--- src/rtl/dsa_pkg.sv ---
`default_nettype none
package dsa_pkg;

    localparam int WORD_BITS = 32;
    localparam int REM_BITS  = 4;

    // floor(x / 10) == (x * DIV10_RECIP) >> DIV10_SHIFT for every x below 2^36
    localparam int DIV10_SHIFT = 39;
    localparam logic [35:0] DIV10_RECIP = 36'hCCCCCCCCD;

    typedef struct packed {
        logic lo_is_a;  // operand a carries the smaller scale
        logic stop;     // scaling up has ended for good
        logic dodiv;    // this step divides the larger-scale operand
    } ctl_t;

endpackage
`default_nettype wire

--- src/rtl/dsa_decide.sv ---
`default_nettype none
module dsa_decide #(
    parameter int MANT_BITS = 96,
    parameter int W         = 96,
    parameter int SW        = 5
) (
    input  wire logic            clk,
    input  wire logic            rst_n,
    input  wire logic            en,
    input  wire logic            v_in,
    input  wire logic [W-1:0]    a_in,
    input  wire logic [W-1:0]    b_in,
    input  wire logic [SW-1:0]   ls_in,
    input  wire logic [SW-1:0]   hs_in,
    input  wire dsa_pkg::ctl_t   ctl_in,
    output logic                 v_out,
    output logic [W-1:0]         a_out,
    output logic [W-1:0]         b_out,
    output logic [SW-1:0]        ls_out,
    output logic [SW-1:0]        hs_out,
    output dsa_pkg::ctl_t        ctl_out
);
    import dsa_pkg::*;

    logic          v_reg;
    logic [W-1:0]  a_reg, a_next;
    logic [W-1:0]  b_reg, b_next;
    logic [SW-1:0] ls_reg, ls_next;
    logic [SW-1:0] hs_reg, hs_next;
    ctl_t          ctl_reg, ctl_next;

    logic [W-1:0]  lo;
    logic [W+3:0]  prod;
    logic          guard;
    logic          fits;

    always_comb
    begin
        lo    = ctl_in.lo_is_a ? a_in : b_in;
        // top set bit at MANT_BITS-4 or below
        guard = (lo >> (MANT_BITS - 3)) == '0;
        prod  = {3'b000, lo, 1'b0} + {1'b0, lo, 3'b000};
        fits  = (prod >> MANT_BITS) == '0;

        a_next   = a_in;
        b_next   = b_in;
        ls_next  = ls_in;
        hs_next  = hs_in;
        ctl_next = ctl_in;
        ctl_next.dodiv = 1'b0;

        if (ls_in < hs_in)
        begin
            if (!ctl_in.stop && guard && fits)
            begin
                if (ctl_in.lo_is_a)
                    a_next = prod[W-1:0];
                else
                    b_next = prod[W-1:0];
                ls_next = ls_in + 1'b1;
            end
            else
            begin
                ctl_next.stop  = 1'b1;
                ctl_next.dodiv = 1'b1;
                hs_next = hs_in - 1'b1;
            end
        end
    end

    always_ff @(posedge clk or negedge rst_n)
    begin
        if (!rst_n)
            v_reg <= 1'b0;
        else if (en)
            v_reg <= v_in;
    end

    always_ff @(posedge clk)
    begin
        if (en)
        begin
            a_reg   <= a_next;
            b_reg   <= b_next;
            ls_reg  <= ls_next;
            hs_reg  <= hs_next;
            ctl_reg <= ctl_next;
        end
    end

    assign v_out   = v_reg;
    assign a_out   = a_reg;
    assign b_out   = b_reg;
    assign ls_out  = ls_reg;
    assign hs_out  = hs_reg;
    assign ctl_out = ctl_reg;

endmodule
`default_nettype wire

--- config.mk ---
export PLATFORM = sky130hd
export DESIGN_NAME = dsa_decide
export DESIGN_NICKNAME = d
export VERILOG_FILES = /design/src/rtl/dsa_pkg.sv /design/src/rtl/dsa_decide.sv
export SDC_FILE = /design/constraint.sdc
export NUM_CORES = 1
export LEC_CHECK = 0
export ABC_AREA = 1
export BUFFER_PORTS_ARGS = -buffer_cell sky130_fd_sc_hd__buf_2
export CORE_AREA = 8 8 242 244
export CTS_CLUSTER_SIZE = 8
export DETAILED_ROUTE_END_ITERATION = 12
export DIE_AREA = 0 0 250 252
export PLACE_DENSITY_LB_ADDON = 0.08
export SLEW_MARGIN = 30
export SYNTH_ARGS = -nofsm -noshare
export SYNTH_HDL_FRONTEND = slang
export SYNTH_SLANG_ARGS = --single-unit
--- constraint.sdc ---
create_clock -name clk -period 1.21 [get_ports clk]
set_clock_uncertainty 0.2 [all_clocks]
set_input_delay 0.121 -clock clk [delete_from_list [all_inputs] [get_ports clk]]
set_output_delay 0.121 -clock clk [all_outputs]
set_load 0.01 [all_outputs]
# Yosys cells after proc, flatten, opt, wreduce, memory -nomap -nowiden
# Cells that the tools add are included.
# W data, S select, Z words.
[word_totals] reg_bits=206 inputBits=209 elab_cells=30
[classes] n_addsub=3 order_cmp=1 n_mux=13 reduce_logical=5
[ops] operator="$mux W96" n=7
[ops] operator="$add A97 B99 Y100" n=1
[ops] operator="$logic_not A100 Y1" n=1
[ops] operator="$logic_not A96 Y1" n=1
[ops] operator="$mux W5" n=4
[ops] operator="$add A5 B1 Y5 const B" n=1
[ops] operator="$lt A5 B5 Y1" n=1
[ops] operator="$sub A5 B1 Y5 const B" n=1
[ops] operator="$mux W2" n=2
[ops] operator="$logic_and A1 B1 Y1" n=2
[ops] operator="$logic_not A1 Y1" n=1

# Depth between registers and ports, before layout
[depth] ltp_word=6 depth_mapped=27 ltp_nobuf=24

# Least setup slack after synthesis
# OpenSTA, ideal clock, no wires.
[synth_path] kind="input to register" start="input port ctl_in[2] (netlist name)" end="register a_reg[13], in the netlist a_out[13], data pin" setup_ns=0.253 t_arrival_ns=3.278 t_required_ns=0.757 path_slack_ns=-2.521 path_stages=24 n_path_buf=6 cell_sequence="buf_2 > clkbuf_1 > clkbuf_1 > clkbuf_1 > nand2_1 > nand2_1 > ha_1 > or2_1 > nand3_1 > nand2_1 > nand2_1 > nand2_1 > nand2_2 > nand2_4 > nand2_2 > nand3_2 > nand2_1 > nand2_1 > nor2_1 > nand4_1 > buf_2 > buf_1 > nand2_1 > nand2_1"
[synth_via] elab_chain_cells=6 elab_cells_between_ends=9
[synth_lines] item="start: declaration" line="dsa_decide.sv:15" rtl="input wire dsa_pkg::ctl_t ctl_in,"
[synth_lines] item="$mux W96" line="dsa_decide.sv:39" rtl="lo = ctl_in.lo_is_a ? a_in : b_in;"
[synth_lines] item="$add A97 B99 Y100 or $logic_not A96 Y1 (tied branches)" line="dsa_decide.sv:42, dsa_decide.sv:41"
[synth_lines] item="$logic_not A100 Y1 or $logic_and A1 B1 Y1 (tied branches)" line="dsa_decide.sv:43, dsa_decide.sv:54"
[synth_lines] item="$logic_and A1 B1 Y1" line="dsa_decide.sv:54" rtl="if (!ctl_in.stop && guard && fits)"
[synth_lines] item="$mux W96 (*)" line="dsa_decide.sv:54"
[synth_lines] item="$mux W96 (*)" line="dsa_decide.sv:52" rtl="if (ls_in < hs_in)"
[synth_lines] item="named net a_next[13]" line="dsa_decide.sv:26" rtl="logic [W-1:0] a_reg, a_next;"
[synth_lines] item="end signal: assignment" line="dsa_decide.sv:83" rtl="a_reg <= a_next;"
[synth_lines] item="end: declaration" line="dsa_decide.sv:26"
# The timed path passes the listed nets; every way through them passes the cells marked *.
# A chain may end at the register's enable or synchronous reset.

# Final worst setup path
[layout_path] start="input port ctl_in[2] (netlist name)" end="register a_reg[39], in the netlist a_out[39], data pin"
# Same word-level chain as after synthesis.

==> summary by stage <==
GRT
The global routing met2 resource utilization is 51.0%. The residual overflow from global routing is 0. The first-pass GRT wire length is 147 mm. The total routing resource utilization after global routing is 29.7%. The number of global-route vias before repair is 25117.

The met3 layer usage reported by global route is 3.22%. In this run the most used layer during global routing was met2. The number of antenna violations at the first check in global routing is 2. Global routing used 39.7% of the available met1 tracks. Entering global routing, the biggest net connects 48 pins.

Yosys
The xor and xnor area share after synthesis is 3.47%. After synthesis, the share of flip-flops with an asynchronous set or reset is 0.485%. Synthesis produced a netlist with a net count of 3185. Of all cell types, the one taking the most synthesized area is sky130_fd_sc_hd__edfxtp_1. After synthesis, the largest family of logic cells by area is simple AND/OR/NAND/NOR gates.

The multiplexer fraction of the synthesized cell area is 0.0594%. The fraction of the mapped netlist area in simple logic gates is 40.1%. In the post-synthesis netlist, the biggest area contributors are sky130_fd_sc_hd__edfxtp_1 32%, sky130_fd_sc_hd__nand2_1 24%, sky130_fd_sc_hd__ha_1 6.6%. Yosys printed 0 warnings. The distinct cell type count of the synthesized netlist is 45. The most used flip-flop cell after synthesis is sky130_fd_sc_hd__edfxtp_1. In this run the cell area of the synthesized design comes to 18900 sq um. The count of flip-flops with a built-in enable after synthesis is 205. The fraction of synthesized cell area taken by the top area cell type is 32.5%. The synthesized netlist devotes 6.71% of its cell area to adder and majority cells. After technology mapping, the gate count stands at 2875.

The average instance area after synthesis is 6.59 sq um. Summing the areas of all compound-gate instances in the mapped netlist gives 8.60% of the synthesized area. The sequential cell area fraction in the yosys report is 32.6%.

The flip-flop and latch count after synthesis is 206.

Detailed routing
The number of routed nets with antenna violations is 0. The pre-antenna-repair detailed-routing pass consisted of 6 iterations. The total number of vias is 24876. After detailed routing, the average wire length per cell comes to 20.1 um. In this run, the number of DRC markers left after iteration 0 of detailed routing was 1859.

The count of unresolved DRC violations after routing is 0. The routed design has 100 mm of wire. After detailed routing, the number of vias per cell comes to 5.01.

Die
The die width is 250 um. The top-level I/O count is 415. The die covers 63000 sq um. The number of placement rows is 86.

The floorplan step set the die height to 252 um. The core region is 54700 sq um. Once the floorplan was initialized, standard cells occupied 34.7% of the core.

Timing
Across all setup checks in the final design, the least slack found is -1.76 ns. The hold violation total from the final report came to 11. Setup repair after global routing could not meet its margin everywhere. The slew at the pin closest to its max-slew limit is 0.458 ns. The number of slew-limit violations in the final report is 0. The post-route clock period utilization is 245%. Setup violations remaining at the end of the flow were counted as 410. Headroom to the max-slew limit came out at 69.4%. The smallest hold slack is -0.313 ns.

The routed design could run at a clock period as short as 2.97 ns. For this run, the top clock speed supported by timing is 337 MHz.

Worst setup path
The data arrival time of the critical path is 3.20 ns. The startpoint kind of the worst setup timing path is a primary input. The critical path required time is 1.45 ns. The setup slack of the most critical reg-to-reg path is 0.22 ns. The reg-to-reg startpoint is v_out. The worst reg2reg path endpoint is v_out. Of all nets on the critical path, the largest fanout is 22. The type of the worst setup path is primary input to flop. The sort of element at the end of the critical path is a flop. The number of cells on the worst reg-to-reg path is 1.

Place
The placer's final routability congestion estimate is 1.01. Detailed placement finished with a half-perimeter wire length of 73.7 mm. Summing all placed instances gives a cell area of 27200 sq um. The count of input and output buffers is 413.

Final layout
After routing the design area is 33700 sq um. The total of fill cells in the finished design is 5071. From synthesis to final layout, the design area changed by 77.9%. Of the cells placed in the final design, the portion with a size suffix greater than 1 is 40.6%. Registers take 6180 sq um. Cells fill 61.7% of the core in the end. Summing all multi-input logic gate instances after layout gives 13700 sq um. The final layout contains 4561 nets.

Clock network
Clock-pin slew was measured on the worst setup and hold paths at 0.05 ns. In this run the clock root is driven by a sky130_fd_sc_hd__clkbuf_16. In this run the number of H-tree levels came out at 1.

The maximum buffer depth of the clock tree is 3. The clock sink count is 206. In this run, CTS created clock tree buffers numbering 29. The clock tree from TritonCTS is built. At the later pin of the worst-skew pair, clock insertion delay measures 0.58 ns.

Min path
The start point of the worst min-delay path is b_in[2]. The worst-case hold path end point is b_out[2]. The class of the worst hold path is primary input to flop.

The instance count along the most critical hold path is 3.

Status
The final reports fail on hold timing, setup timing. The run finished, with violations left.

Run
The max-capacitance violation count is 0.

Power and ir drop
The leakage power summed over all cells is 0.0164 uW. Dividing total power by cell area gives a power density of 964 nW/um^2. The highest ir drop seen on vdd is 1.00 mV.
placed cells by master, fill, tap and decap left out, drive strengths merged:
cell | synthesis | routed
buf | 32 | 1210
nand2 | 1202 | 1202
inv | 291 | 291
nor2 | 275 | 275
nand3 | 274 | 274
dlygate4sd3 | 0 | 214
edfxtp | 205 | 205
a21oi | 159 | 159
ha | 100 | 100
o21ai | 64 | 64
xor2 | 56 | 56
o21bai | 50 | 50
clkbuf | 53 | 45
nand4 | 31 | 31
nor3 | 29 | 29
xnor2 | 19 | 19
a21o | 8 | 8
nor4 | 7 | 7
a21boi | 4 | 4
bufbuf | 0 | 3
clkinv | 1 | 3
or2 | 3 | 3
diode | 0 | 2
o21a | 2 | 2
and2 | 2 | 2
a211oi | 2 | 2
nand3b | 1 | 1
o211ai | 1 | 1
a31oi | 1 | 1
mux2 | 1 | 1
fa | 1 | 1
dfrtp | 1 | 1
synth_stat cells (8+ instances only):
cell type                  instances
sky130_fd_sc_hd__o21ai_0          63
sky130_fd_sc_hd__nor2_2           13
sky130_fd_sc_hd__a21o_1            8
sky130_fd_sc_hd__nand3_1         243
sky130_fd_sc_hd__a21oi_1         158
sky130_fd_sc_hd__o21bai_1         50
sky130_fd_sc_hd__nand2_2          10
sky130_fd_sc_hd__xor2_1           56
sky130_fd_sc_hd__nand2_1        1190
sky130_fd_sc_hd__xnor2_1          19
sky130_fd_sc_hd__inv_2            10
sky130_fd_sc_hd__nand3_2          30
sky130_fd_sc_hd__nor2_1          261
sky130_fd_sc_hd__buf_2            12
sky130_fd_sc_hd__ha_1            100
sky130_fd_sc_hd__nand4_1          31
sky130_fd_sc_hd__inv_1           281
sky130_fd_sc_hd__nor3_1           29
sky130_fd_sc_hd__edfxtp_1        205
sky130_fd_sc_hd__clkbuf_1         53
critical path, stage by stage:
cell and delay (ns):
sky130_fd_sc_hd__buf_16 0.14, sky130_fd_sc_hd__clkinv_16 0.10, sky130_fd_sc_hd__buf_16 0.16, sky130_fd_sc_hd__buf_4 0.16, sky130_fd_sc_hd__nand2_1 0.06, sky130_fd_sc_hd__nand2_1 0.15
sky130_fd_sc_hd__ha_4 0.35, sky130_fd_sc_hd__nand2_1 0.08, sky130_fd_sc_hd__nor2_2 0.17, sky130_fd_sc_hd__inv_1 0.10, sky130_fd_sc_hd__nor2_4 0.12, sky130_fd_sc_hd__inv_2 0.06
sky130_fd_sc_hd__nor2_2 0.08, sky130_fd_sc_hd__nand2_2 0.06, sky130_fd_sc_hd__nand2_4 0.08, sky130_fd_sc_hd__nand2_4 0.06, sky130_fd_sc_hd__nand3_2 0.07, sky130_fd_sc_hd__nand2_2 0.06
sky130_fd_sc_hd__nand2_4 0.10, sky130_fd_sc_hd__nand3_4 0.11, sky130_fd_sc_hd__nor2_8 0.13, sky130_fd_sc_hd__buf_6 0.12, sky130_fd_sc_hd__buf_12 0.15, sky130_fd_sc_hd__buf_12 0.17
sky130_fd_sc_hd__nand3_1 0.09, sky130_fd_sc_hd__nand2_1 0.08
how the worst max path moves through the flow:
stage	startpoint	slack (ns)	to
floorplan	ctl_in[2]	-2.10	a_out[33]
global placement	ctl_in[2]	-2.77	a_out[54]
detailed placement	ctl_in[2]	-2.72	a_out[54]
CTS	ctl_in[2]	-1.78	a_out[74]
global route	ctl_in[2]	-1.90	b_out[60]
finish	ctl_in[2]	-1.76	a_out[39]
metal layers:
metal	part of all wire, %	vias to the layer above	wire [um]
li1	-	12074	-
met1	45	11788	44500
met2	47	872	47400
met3	5.5	142	5520
met4	2.6	0	2610
met5	0	-	0
stage by stage:
step / instances / total power, uW / setup slack (ns) / setup TNS [ns]
floorplan: 2875 / 14600 / -2.10 / -421.75
global placement: 4648 / 22100 / -2.77 / -505.33
detailed placement: 4648 / 22200 / -2.72 / -504.19
CTS: 4941 / 31200 / -1.78 / -391.55
global route: 4970 / 34000 / -1.90 / -423.47
finish: 4970 / 32500 / -1.76 / -386.60
final cells by class:
type                            instances  share of cell area, %
Tap cell                              704                   2.61
Sequential cell                       206                   18.3
Clock buffer                           42                   2.30
Timing Repair Buffer                 1430                   32.9
Antenna cell                            2                 0.0148
Inverter                              292                   3.33
Multi-Input combinational cell       2292                   40.5
Clock inverter                          2                 0.0371
flip-flops by register name, indices dropped and copies added (netlist names):
register,flops
a_out,96
b_out,96
ctl_out,3
hs_out,5
ls_out,5
v_out,1
cell families (layout without fill, tap and decap cells):
kind of cell,Yosys count,in the layout
simple gates,1824,1824
buf+inv,377,1766
compound gates,291,291
flops,206,206
fa+ha+maj,101,101
xor+xnor,75,75
mux,1,1
other cells,0,2
what timing repair did:
action,CTS,global route
endpoints found under the hold margin,391,13
gates cloned,19,3
hold buffers,210,4
buffers inserted,20,23
pin swaps,9,56
resized for setup,229,314
setup endpoints to repair,410,410
power by group:
part	internal [uW]	leakage [uW]	switching, uW
logic	7550	0.0140	8770
registers	8540	0.00202	183
clock network	4320	0.000379	3130
(Power assumes the default switching activity.)
